File: src/mfbp_pkg.sv
// Package with the shared types and constants of the MSB-first bit packer.
package mfbp_pkg;

  localparam int unsigned BYTE_BITS   = 8;
  localparam int unsigned CODE_BITS   = 32;
  localparam int unsigned QUEUE_DEPTH = 4;

  typedef enum logic [1:0] {
    ACT_ADD   = 2'd0,
    ACT_ALIGN = 2'd1,
    ACT_FLUSH = 2'd2
  } action_e;

  typedef enum logic {
    CMD_BITS  = 1'b0,
    CMD_FLUSH = 1'b1
  } cmd_e;

  typedef enum logic [1:0] {
    FRONT_IDLE,
    FRONT_MOD,
    FRONT_PUSH
  } front_state_e;

  typedef struct packed {
    logic [1:0]  action;
    logic [31:0] value;
    logic [5:0]  bit_count;
    logic [7:0]  align_bits;
  } in_item_t;

  typedef struct packed {
    logic [7:0] byte_out;
    logic       last;
  } out_item_t;

  typedef struct packed {
    cmd_e        kind;
    logic [31:0] value;
    logic [7:0]  count;
  } cmd_t;

  typedef struct packed {
    logic valid;
    logic full;
  } queue_status_t;

endpackage

File: src/msb_first_bit_packer.sv
// Top level of the MSB-first bit packer.
// Codes are packed most significant bit first into bytes, each byte being offered as a
// transfer as soon as it is complete, with last set on the final byte that an item
// produces. The front part accepts an add or flush item while the queue is not full;
// an align item stalls the input while the remainder of the bit position is found one
// quotient bit per cycle, and, when padding is needed, while the queue is full. A queue
// of QueueDepth commands lets the back part work on its own: it loads a command and
// then turns out one output byte or partial byte per cycle while the output is not
// stalled.
module msb_first_bit_packer
  import mfbp_pkg::*;
#(
  parameter int unsigned QueueDepth = QUEUE_DEPTH
) (
  input  logic      clk_i,
  input  logic      rst_ni,
  input  logic      in_valid_i,
  output logic      in_stall_o,
  input  in_item_t  in_data_i,
  output logic      out_valid_o,
  input  logic      out_stall_i,
  output out_item_t out_data_o
);

  queue_status_t queue_status;
  logic          push;
  cmd_t          push_data;
  logic          pop;
  cmd_t          head;

  mfbp_front u_front (
    .clk_i          (clk_i),
    .rst_ni         (rst_ni),
    .in_valid_i     (in_valid_i),
    .in_stall_o     (in_stall_o),
    .in_data_i      (in_data_i),
    .queue_status_i (queue_status),
    .push_o         (push),
    .push_data_o    (push_data)
  );

  mfbp_fifo #(
    .Depth (QueueDepth)
  ) u_fifo (
    .clk_i       (clk_i),
    .rst_ni      (rst_ni),
    .push_i      (push),
    .push_data_i (push_data),
    .pop_i       (pop),
    .head_o      (head),
    .status_o    (queue_status)
  );

  mfbp_back u_back (
    .clk_i          (clk_i),
    .rst_ni         (rst_ni),
    .queue_status_i (queue_status),
    .head_i         (head),
    .pop_o          (pop),
    .out_valid_o    (out_valid_o),
    .out_stall_i    (out_stall_i),
    .out_data_o     (out_data_o)
  );

endmodule

File: src/mfbp_fifo.sv
// Short command queue between the front and back parts of the bit packer.
module mfbp_fifo
  import mfbp_pkg::*;
#(
  parameter int unsigned Depth = QUEUE_DEPTH
) (
  input  logic          clk_i,
  input  logic          rst_ni,
  input  logic          push_i,
  input  cmd_t          push_data_i,
  input  logic          pop_i,
  output cmd_t          head_o,
  output queue_status_t status_o
);

  localparam int unsigned PtrW = (Depth > 1) ? $clog2(Depth) : 1;
  localparam int unsigned CntW = $clog2(Depth + 1);

  cmd_t            mem_q [Depth];
  logic [PtrW-1:0] wr_ptr_q, wr_ptr_d;
  logic [PtrW-1:0] rd_ptr_q, rd_ptr_d;
  logic [CntW-1:0] cnt_q, cnt_d;
  logic            do_push;
  logic            do_pop;

  assign status_o.valid = (cnt_q != '0);
  assign status_o.full  = (cnt_q == CntW'(Depth));
  assign head_o         = mem_q[rd_ptr_q];

  assign do_push = push_i && !status_o.full;
  assign do_pop  = pop_i && status_o.valid;

  always_comb begin
    wr_ptr_d = wr_ptr_q;
    rd_ptr_d = rd_ptr_q;
    cnt_d    = cnt_q;
    if (do_push) begin
      wr_ptr_d = (wr_ptr_q == PtrW'(Depth - 1)) ? '0 : wr_ptr_q + 1'b1;
    end
    if (do_pop) begin
      rd_ptr_d = (rd_ptr_q == PtrW'(Depth - 1)) ? '0 : rd_ptr_q + 1'b1;
    end
    if (do_push && !do_pop) begin
      cnt_d = cnt_q + 1'b1;
    end else if (do_pop && !do_push) begin
      cnt_d = cnt_q - 1'b1;
    end
  end

  always_ff @(posedge clk_i or negedge rst_ni) begin
    if (!rst_ni) begin
      wr_ptr_q <= '0;
      rd_ptr_q <= '0;
      cnt_q    <= '0;
    end else begin
      wr_ptr_q <= wr_ptr_d;
      rd_ptr_q <= rd_ptr_d;
      cnt_q    <= cnt_d;
    end
  end

  always_ff @(posedge clk_i) begin
    if (do_push) begin
      mem_q[wr_ptr_q] <= push_data_i;
    end
  end

endmodule

File: src/mfbp_front.sv
// Front part of the bit packer: accepts items, tracks the bit position and works out padding.
module mfbp_front
  import mfbp_pkg::*;
(
  input  logic          clk_i,
  input  logic          rst_ni,
  input  logic          in_valid_i,
  output logic          in_stall_o,
  input  in_item_t      in_data_i,
  input  queue_status_t queue_status_i,
  output logic          push_o,
  output cmd_t          push_data_o
);

  front_state_e state_q, state_d;
  logic [31:0]  pos_q, pos_d;
  logic [31:0]  div_q, div_d;
  logic [7:0]   rem_q, rem_d;
  logic [7:0]   gran_q, gran_d;
  logic [7:0]   pad_q, pad_d;
  logic [4:0]   step_q, step_d;
  logic         accept;
  logic [5:0]   cnt_sat;
  logic [8:0]   trial;
  logic [7:0]   rem_next;

  assign accept  = in_valid_i && !in_stall_o;
  assign cnt_sat = (in_data_i.bit_count > 6'(CODE_BITS)) ? 6'(CODE_BITS) : in_data_i.bit_count;

  assign trial    = {rem_q, div_q[31]};
  assign rem_next = (trial >= {1'b0, gran_q}) ? 8'(trial - {1'b0, gran_q}) : trial[7:0];

  always_comb begin
    state_d = state_q;
    unique case (state_q)
      FRONT_IDLE: begin
        if (accept && (in_data_i.action == ACT_ALIGN)) begin
          state_d = FRONT_MOD;
        end
      end
      FRONT_MOD: begin
        if (step_q == 5'd31) begin
          state_d = FRONT_PUSH;
        end
      end
      FRONT_PUSH: begin
        if ((pad_q == '0) || !queue_status_i.full) begin
          state_d = FRONT_IDLE;
        end
      end
      default: state_d = FRONT_IDLE;
    endcase
  end

  always_comb begin
    in_stall_o  = 1'b1;
    push_o      = 1'b0;
    push_data_o = '{kind: CMD_BITS, value: '0, count: '0};
    pos_d       = pos_q;
    div_d       = div_q;
    rem_d       = rem_q;
    gran_d      = gran_q;
    pad_d       = pad_q;
    step_d      = step_q;
    unique case (state_q)
      FRONT_IDLE: begin
        in_stall_o = queue_status_i.full;
        if (accept) begin
          unique case (in_data_i.action)
            ACT_ADD: begin
              push_o      = (cnt_sat != '0);
              push_data_o = '{kind: CMD_BITS, value: in_data_i.value, count: 8'(cnt_sat)};
              pos_d       = pos_q + 32'(cnt_sat);
            end
            ACT_ALIGN: begin
              div_d  = pos_q;
              rem_d  = '0;
              step_d = '0;
              gran_d = (in_data_i.align_bits == '0) ? 8'd1 : in_data_i.align_bits;
            end
            ACT_FLUSH: begin
              push_o      = 1'b1;
              push_data_o = '{kind: CMD_FLUSH, value: '0, count: '0};
              pos_d       = '0;
            end
            default: begin
            end
          endcase
        end
      end
      FRONT_MOD: begin
        rem_d  = rem_next;
        div_d  = {div_q[30:0], 1'b0};
        step_d = step_q + 1'b1;
        pad_d  = (rem_next != '0) ? gran_q - rem_next : '0;
      end
      FRONT_PUSH: begin
        if ((pad_q != '0) && !queue_status_i.full) begin
          push_o      = 1'b1;
          push_data_o = '{kind: CMD_BITS, value: '0, count: pad_q};
          pos_d       = pos_q + 32'(pad_q);
        end
      end
      default: begin
      end
    endcase
  end

  always_ff @(posedge clk_i or negedge rst_ni) begin
    if (!rst_ni) begin
      state_q <= FRONT_IDLE;
      pos_q   <= '0;
      step_q  <= '0;
    end else begin
      state_q <= state_d;
      pos_q   <= pos_d;
      step_q  <= step_d;
    end
  end

  always_ff @(posedge clk_i) begin
    div_q  <= div_d;
    rem_q  <= rem_d;
    gran_q <= gran_d;
    pad_q  <= pad_d;
  end

endmodule

File: src/mfbp_back.sv
// Back part of the bit packer: shifts command bits into bytes and drives the output register.
module mfbp_back
  import mfbp_pkg::*;
(
  input  logic          clk_i,
  input  logic          rst_ni,
  input  queue_status_t queue_status_i,
  input  cmd_t          head_i,
  output logic          pop_o,
  output logic          out_valid_o,
  input  logic          out_stall_i,
  output out_item_t     out_data_o
);

  logic        busy_q, busy_d;
  cmd_e        kind_q, kind_d;
  logic [7:0]  rem_q, rem_d;
  logic [31:0] val_q, val_d;
  logic [6:0]  pend_q, pend_d;
  logic [2:0]  pcnt_q, pcnt_d;
  logic        out_valid_q, out_valid_d;
  out_item_t   out_data_q, out_data_d;
  logic        can_go;
  logic [3:0]  room;
  logic [3:0]  take;
  logic [3:0]  fill;
  logic [15:0] merged;
  logic [7:0]  rem_left;
  logic [7:0]  load_shift;

  assign can_go     = !out_valid_q || !out_stall_i;
  assign pop_o      = !busy_q && queue_status_i.valid;
  assign room       = 4'(BYTE_BITS) - {1'b0, pcnt_q};
  assign take       = (rem_q < {4'b0, room}) ? rem_q[3:0] : room;
  assign fill       = {1'b0, pcnt_q} + take;
  assign merged     = {1'b0, pend_q, val_q[31:24]} << take;
  assign rem_left   = rem_q - {4'b0, take};
  assign load_shift = 8'(CODE_BITS) - head_i.count;

  always_comb begin
    busy_d      = busy_q;
    kind_d      = kind_q;
    rem_d       = rem_q;
    val_d       = val_q;
    pend_d      = pend_q;
    pcnt_d      = pcnt_q;
    out_valid_d = out_valid_q && out_stall_i;
    out_data_d  = out_data_q;
    if (pop_o) begin
      busy_d = 1'b1;
      kind_d = head_i.kind;
      rem_d  = head_i.count;
      val_d  = head_i.value << load_shift;
    end else if (busy_q && can_go) begin
      unique case (kind_q)
        CMD_FLUSH: begin
          if (pcnt_q != '0) begin
            out_valid_d         = 1'b1;
            out_data_d.byte_out = 8'({1'b0, pend_q} << (4'(BYTE_BITS) - {1'b0, pcnt_q}));
            out_data_d.last     = 1'b1;
          end
          pend_d = '0;
          pcnt_d = '0;
          busy_d = 1'b0;
        end
        CMD_BITS: begin
          val_d  = val_q << take;
          rem_d  = rem_left;
          busy_d = (rem_left != '0);
          if (fill == 4'(BYTE_BITS)) begin
            out_valid_d         = 1'b1;
            out_data_d.byte_out = merged[15:8];
            out_data_d.last     = (rem_left < 8'(BYTE_BITS));
            pend_d              = '0;
            pcnt_d              = '0;
          end else begin
            pend_d = merged[14:8];
            pcnt_d = fill[2:0];
          end
        end
        default: busy_d = 1'b0;
      endcase
    end
  end

  always_ff @(posedge clk_i or negedge rst_ni) begin
    if (!rst_ni) begin
      busy_q      <= 1'b0;
      pend_q      <= '0;
      pcnt_q      <= '0;
      out_valid_q <= 1'b0;
    end else begin
      busy_q      <= busy_d;
      pend_q      <= pend_d;
      pcnt_q      <= pcnt_d;
      out_valid_q <= out_valid_d;
    end
  end

  always_ff @(posedge clk_i) begin
    kind_q     <= kind_d;
    rem_q      <= rem_d;
    val_q      <= val_d;
    out_data_q <= out_data_d;
  end

  assign out_valid_o = out_valid_q;
  assign out_data_o  = out_data_q;

endmodule

File: config.mk
export PLATFORM = sky130hd
export DESIGN_NAME = msb_first_bit_packer
export DESIGN_NICKNAME = d
export VERILOG_FILES = /design/src/mfbp_pkg.sv /design/src/msb_first_bit_packer.sv /design/src/mfbp_fifo.sv /design/src/mfbp_front.sv /design/src/mfbp_back.sv
export SDC_FILE = /design/constraint.sdc
export NUM_CORES = 1
export LEC_CHECK = 0
export BUFFER_PORTS_ARGS = -buffer_cell sky130_fd_sc_hd__buf_2
export CAP_MARGIN = 20
export CORE_UTILIZATION = 57
export CTS_BUF_LIST = sky130_fd_sc_hd__clkbuf_8 sky130_fd_sc_hd__clkbuf_16
export CTS_CLUSTER_SIZE = 20
export DETAILED_ROUTE_END_ITERATION = 12
export GPL_TIMING_DRIVEN = 0
export PLACE_DENSITY = 0.88
export SKIP_LAST_GASP = 1
export SYNTH_ARGS = -nofsm -noshare
export SYNTH_HDL_FRONTEND = slang
export SYNTH_SLANG_ARGS = --single-unit
File: constraint.sdc
create_clock -name clk_i -period 6.9 [get_ports clk_i]
set_clock_uncertainty 0.2 [all_clocks]
set_input_delay 1.38 -clock clk_i [delete_from_list [all_inputs] [get_ports clk_i]]
set_output_delay 1.38 -clock clk_i [all_outputs]
set_load 0.01 [all_outputs]
==> metrics list <==
* I/O Pins: 63
- RD Place Congestion: 0.989
* Cell Area, Synth: 20,300 sq um
* Synthesized Nets: 2,055
- The worst hold path terminates at u_front.div_q[15].
- Among all flip-flop cells after synthesis, the most frequent one is sky130_fd_sc_hd__edfxtp_1.
* Post-Place Cells: 2,478
* Root buffer cell: sky130_fd_sc_hd__clkbuf_16
* Nets: 2,166
- CTS tree: built
- The clock drives 328 sinks.
* Clock H-tree levels: 2
- Worst-case clock buffer depth: 3
- Of the post-synthesis cell area, the dominant cell type holds 39.9%.
* Part of the cycle the worst path needs: 95.5%
- The post-route netlist has 13.2% of its cells at a drive strength greater than 1.
- Post-CTS repair timing setup buffer count: 0
* Starting Density: 58.3%
* Placeable Area: 34,800 sq um
* Average instance area after synthesis: 10.4 sq um
- Setup repair after global routing left no endpoint under its margin.
- The routed design has 59,600 um of wire.
- Max-slew violations: 0
* Die area: 36,400 sq um
- In this run the tightest slew margin relative to its limit is 20.7%.
- After the first detailed-routing iteration, the DRC count stood at 2,203.
- Height of the die: 191 um
- Worst R2R Start: u_back.pcnt_q[0]
- Setup TNS: 0 ps
- Subtracting the final worst setup slack from the clock period gives 6590 ps.
* Most area-hungry cell type in the Yosys netlist: sky130_fd_sc_hd__edfxtp_1
- In the final layout, the multi-input gates occupy 10,000 sq um.
- Leaving out filler cells and counting taps, the final layout contains 2,539.
- Peak fanout along the critical path: 19
- STA classifies the critical path startpoint as a flip-flop.
- CP Capture Type: flip-flop
- Once routing completed, OpenROAD measured the worst setup slack at 311 ps.
- For this run the aggregate overflow at the end of global routing stands at 0.
* Run status: finished clean
* DRC viols: 0
* Final antenna diode count: 0
- Reg-to-Reg End: u_back.out_data_o[1]
* Depth of the most critical reg-to-reg path: 22
- PortBufs: 62
- Number of flip-flops and latches in the synthesized netlist: 328
- Post-synth EDFFs: 270
* Final setup violating endpoints: 0
- The first global-routing pass estimated 93,100 um of wire.
- Max-Cap Viols: 0
- The number of global-route vias before repair came to 16,600.
* Number of buffers inserted for hold repair after clock tree synthesis: 0
- Counting instances, the worst hold path has a depth of 2.
* Worst hold path type: reg -> reg
- Entering global routing, the biggest net connects 41 pins.
* Syn. warnings: 0
* Endpoint required time on the critical path: 6900 ps
- Area used by sequential logic in the layout: 9560 sq um
- Using the TritonRoute via totals, the vias-per-cell ratio works out to 6.74.
* Insertion delay of the later-clocked pin in the worst-skew pair: 530 ps
* F_max: 152 MHz
- Measured along the x axis, the die boundary spans 191 um.
- Number of detailed-route iterations in the first pass: 8
- Fraction of the yosys area taken by sequential cells: 47.1%
- WL/cell: 23.5 um
- Once the clock tree was built, the resizer swapped 12 gates to a different size.
- Internal reg-to-reg setup slack: 310 ps
- Fill cell count: 2,638
- Number of antenna violations at the first check in global routing: 1
- For this block, the via count after detailed routing is 17,100.
- Top post-synthesis cells by area: sky130_fd_sc_hd__edfxtp_1, sky130_fd_sc_hd__dfrtp_1, sky130_fd_sc_hd__mux2i_1, sky130_fd_sc_hd__mux4_2, sky130_fd_sc_hd__nand2_1
- From synthesis to final layout, the design area changed by 10.8%.
* Syn Inst Count: 1,948
- Arrival time at the worst endpoint: 6590 ps
* Final standard cell utilization of the core: 64.6%
- Reg clk slew, reported paths: 60 ps
* HP Start: u_front.div_q[14]
- Worst-Margin Slew: 1160 ps
- Counting distinct cell types in the post-synthesis netlist gives 91.
- The total count of hold-check failures in the final report is 0.
- In the global route stage, overall resource usage came out at 33.2%.
- After legalization and detailed placement, the total HPWL measured 43,500 um.
- Placement Rows: 68
- Once detail routing completed, the nets flagged for antenna violations numbered 0.
* Number of buffers added by the clock tree synthesis step: 35
* Setup WS pre-CTS: -1780 ps
- After synthesis, the share of flip-flops with an asynchronous set or reset is 17.7%.
* Critical path type: reg -> reg
## synthesized netlist by cell type, types with 23 or more instances
| cell type | n |
|---|---|
| sky130_fd_sc_hd__mux2_2 | 40 |
| sky130_fd_sc_hd__dfrtp_1 | 58 |
| sky130_fd_sc_hd__a31oi_1 | 28 |
| sky130_fd_sc_hd__nand2_1 | 245 |
| sky130_fd_sc_hd__nand3_1 | 46 |
| sky130_fd_sc_hd__edfxtp_1 | 270 |
| sky130_fd_sc_hd__and2_1 | 39 |
| sky130_fd_sc_hd__o21ai_0 | 93 |
| sky130_fd_sc_hd__nor2_1 | 153 |
| sky130_fd_sc_hd__buf_2 | 24 |
| sky130_fd_sc_hd__mux2i_1 | 126 |
| sky130_fd_sc_hd__nor3_1 | 39 |
| sky130_fd_sc_hd__ha_1 | 48 |
| sky130_fd_sc_hd__a21oi_1 | 114 |
| sky130_fd_sc_hd__xnor2_1 | 23 |
| sky130_fd_sc_hd__inv_1 | 61 |
| sky130_fd_sc_hd__clkbuf_1 | 77 |
| sky130_fd_sc_hd__a211oi_1 | 25 |
| sky130_fd_sc_hd__o211ai_1 | 27 |
| sky130_fd_sc_hd__mux4_2 | 43 |
## cell type report
type	count	share of cell area [%]
multi-input combinational	1435	44.7
sequential	328	42.5
clock buffer	37	4.02
tap	455	2.53
buffer	116	2.32
timing repair buffer	77	2.16
inverter	66	1.10
clock inverter	25	0.690
## per-stage QoR
| stage | hold WS [ps] | instance area (sq um) |
|---|---|---|
| 3_5_place_dp | 296 | 21400 |
| 2_1_floorplan | 265 | 20300 |
| 3_3_place_gp | 288 | 21200 |
| 4_1_cts | 310 | 22500 |
| 5_1_grt | 326 | 22500 |
| 6_report | 312 | 22500 |
## kinds of logic after synthesis
group / after synthesis / synth area share (%)
muxes: 209 / 13.2
adders and majority gates: 55 / 3.65
and+or+nand+nor: 649 / 14.8
buffers and inverters: 185 / 3.76
xor gates and xnor gates: 39 / 1.72
AOI/OAI and AO/OA: 483 / 15.7
DFF: 328 / 47.1
## state kept, by name (all words and copies together), names as in the netlist, 3 cells and up
register / cells
u_back.pend_q: 7
u_fifo.cnt_q: 3
u_front.div_q: 32
u_front.step_q: 5
u_front.pad_q: 8
u_front.rem_q: 8
u_back.rem_q: 8
u_back.val_q: 32
u_back.pcnt_q: 3
u_front.gran_q: 8
u_back.out_data_o: 9
u_front.pos_q: 32
u_fifo.mem_q: 164
## layout by cell type, fill, tap and decap left out, drive strengths merged, types with 11 or more instances in the layout
master	count
edfxtp	270
nand2	245
nor2	153
mux2i	126
a21oi	115
buf	115
clkbuf	114
o21ai	102
inv	75
dfrtp	58
ha	48
nand3	46
mux4	43
mux2	40
and2	40
nor3	40
a31oi	28
o211ai	27
a211oi	26
xnor2	24
o22ai	21
nor2b	21
nand2b	19
o31ai	18
nand4	17
nor4	16
a21o	15
xor2	15
and3	15
or3	14
a2111oi	14
clkinv	14
a22o	11
o21a	11
o221ai	11
## worst max path at each step
stage,start,to,slack [ps],cells past startpoint
finish,u_back.pcnt_q[0],u_back.out_data_o[1],310,22
global route,u_back.pcnt_q[0],u_back.out_data_o[8],20,22
detailed placement,u_back.pcnt_q[0],u_back.out_data_o[2],-1780,24
floorplan,u_back.pcnt_q[0],u_back.out_data_o[0],220,24
CTS,u_back.pcnt_q[0],u_back.busy_q,60,24
global placement,u_back.pcnt_q[0],u_back.out_data_o[4],-1590,24
## routing by layer
layer / routed length [um] / GRT usage, %
met2: 27800 / 53.5
met4: 1880 / 10.9
met3: 5920 / 5.83
met5: 0 / 0
met1: 23900 / 45.4
## worst max-delay path: stages, from the launching register on
cell                       delay (ps)
sky130_fd_sc_hd__dfrtp_1          370
sky130_fd_sc_hd__buf_2            240
sky130_fd_sc_hd__clkbuf_4         310
sky130_fd_sc_hd__buf_6            270
sky130_fd_sc_hd__inv_1            120
sky130_fd_sc_hd__ha_1             220
sky130_fd_sc_hd__ha_2             450
sky130_fd_sc_hd__inv_1            150
sky130_fd_sc_hd__ha_1             370
sky130_fd_sc_hd__a31oi_2          330
sky130_fd_sc_hd__clkbuf_2         270
sky130_fd_sc_hd__nand4_1          120
sky130_fd_sc_hd__nand3_1          130
sky130_fd_sc_hd__clkbuf_2         300
sky130_fd_sc_hd__buf_2            370
sky130_fd_sc_hd__buf_4            290
sky130_fd_sc_hd__ha_1             270
sky130_fd_sc_hd__a21o_1           180
sky130_fd_sc_hd__a21oi_1          180
sky130_fd_sc_hd__a21boi_0         200
sky130_fd_sc_hd__o21ai_1          240
sky130_fd_sc_hd__mux2_2           380
sky130_fd_sc_hd__nor2_4           270
Power is left out: the tool's default activity adds up to more than one toggle a clock period on the data nets, which glitch-free logic cannot reach.
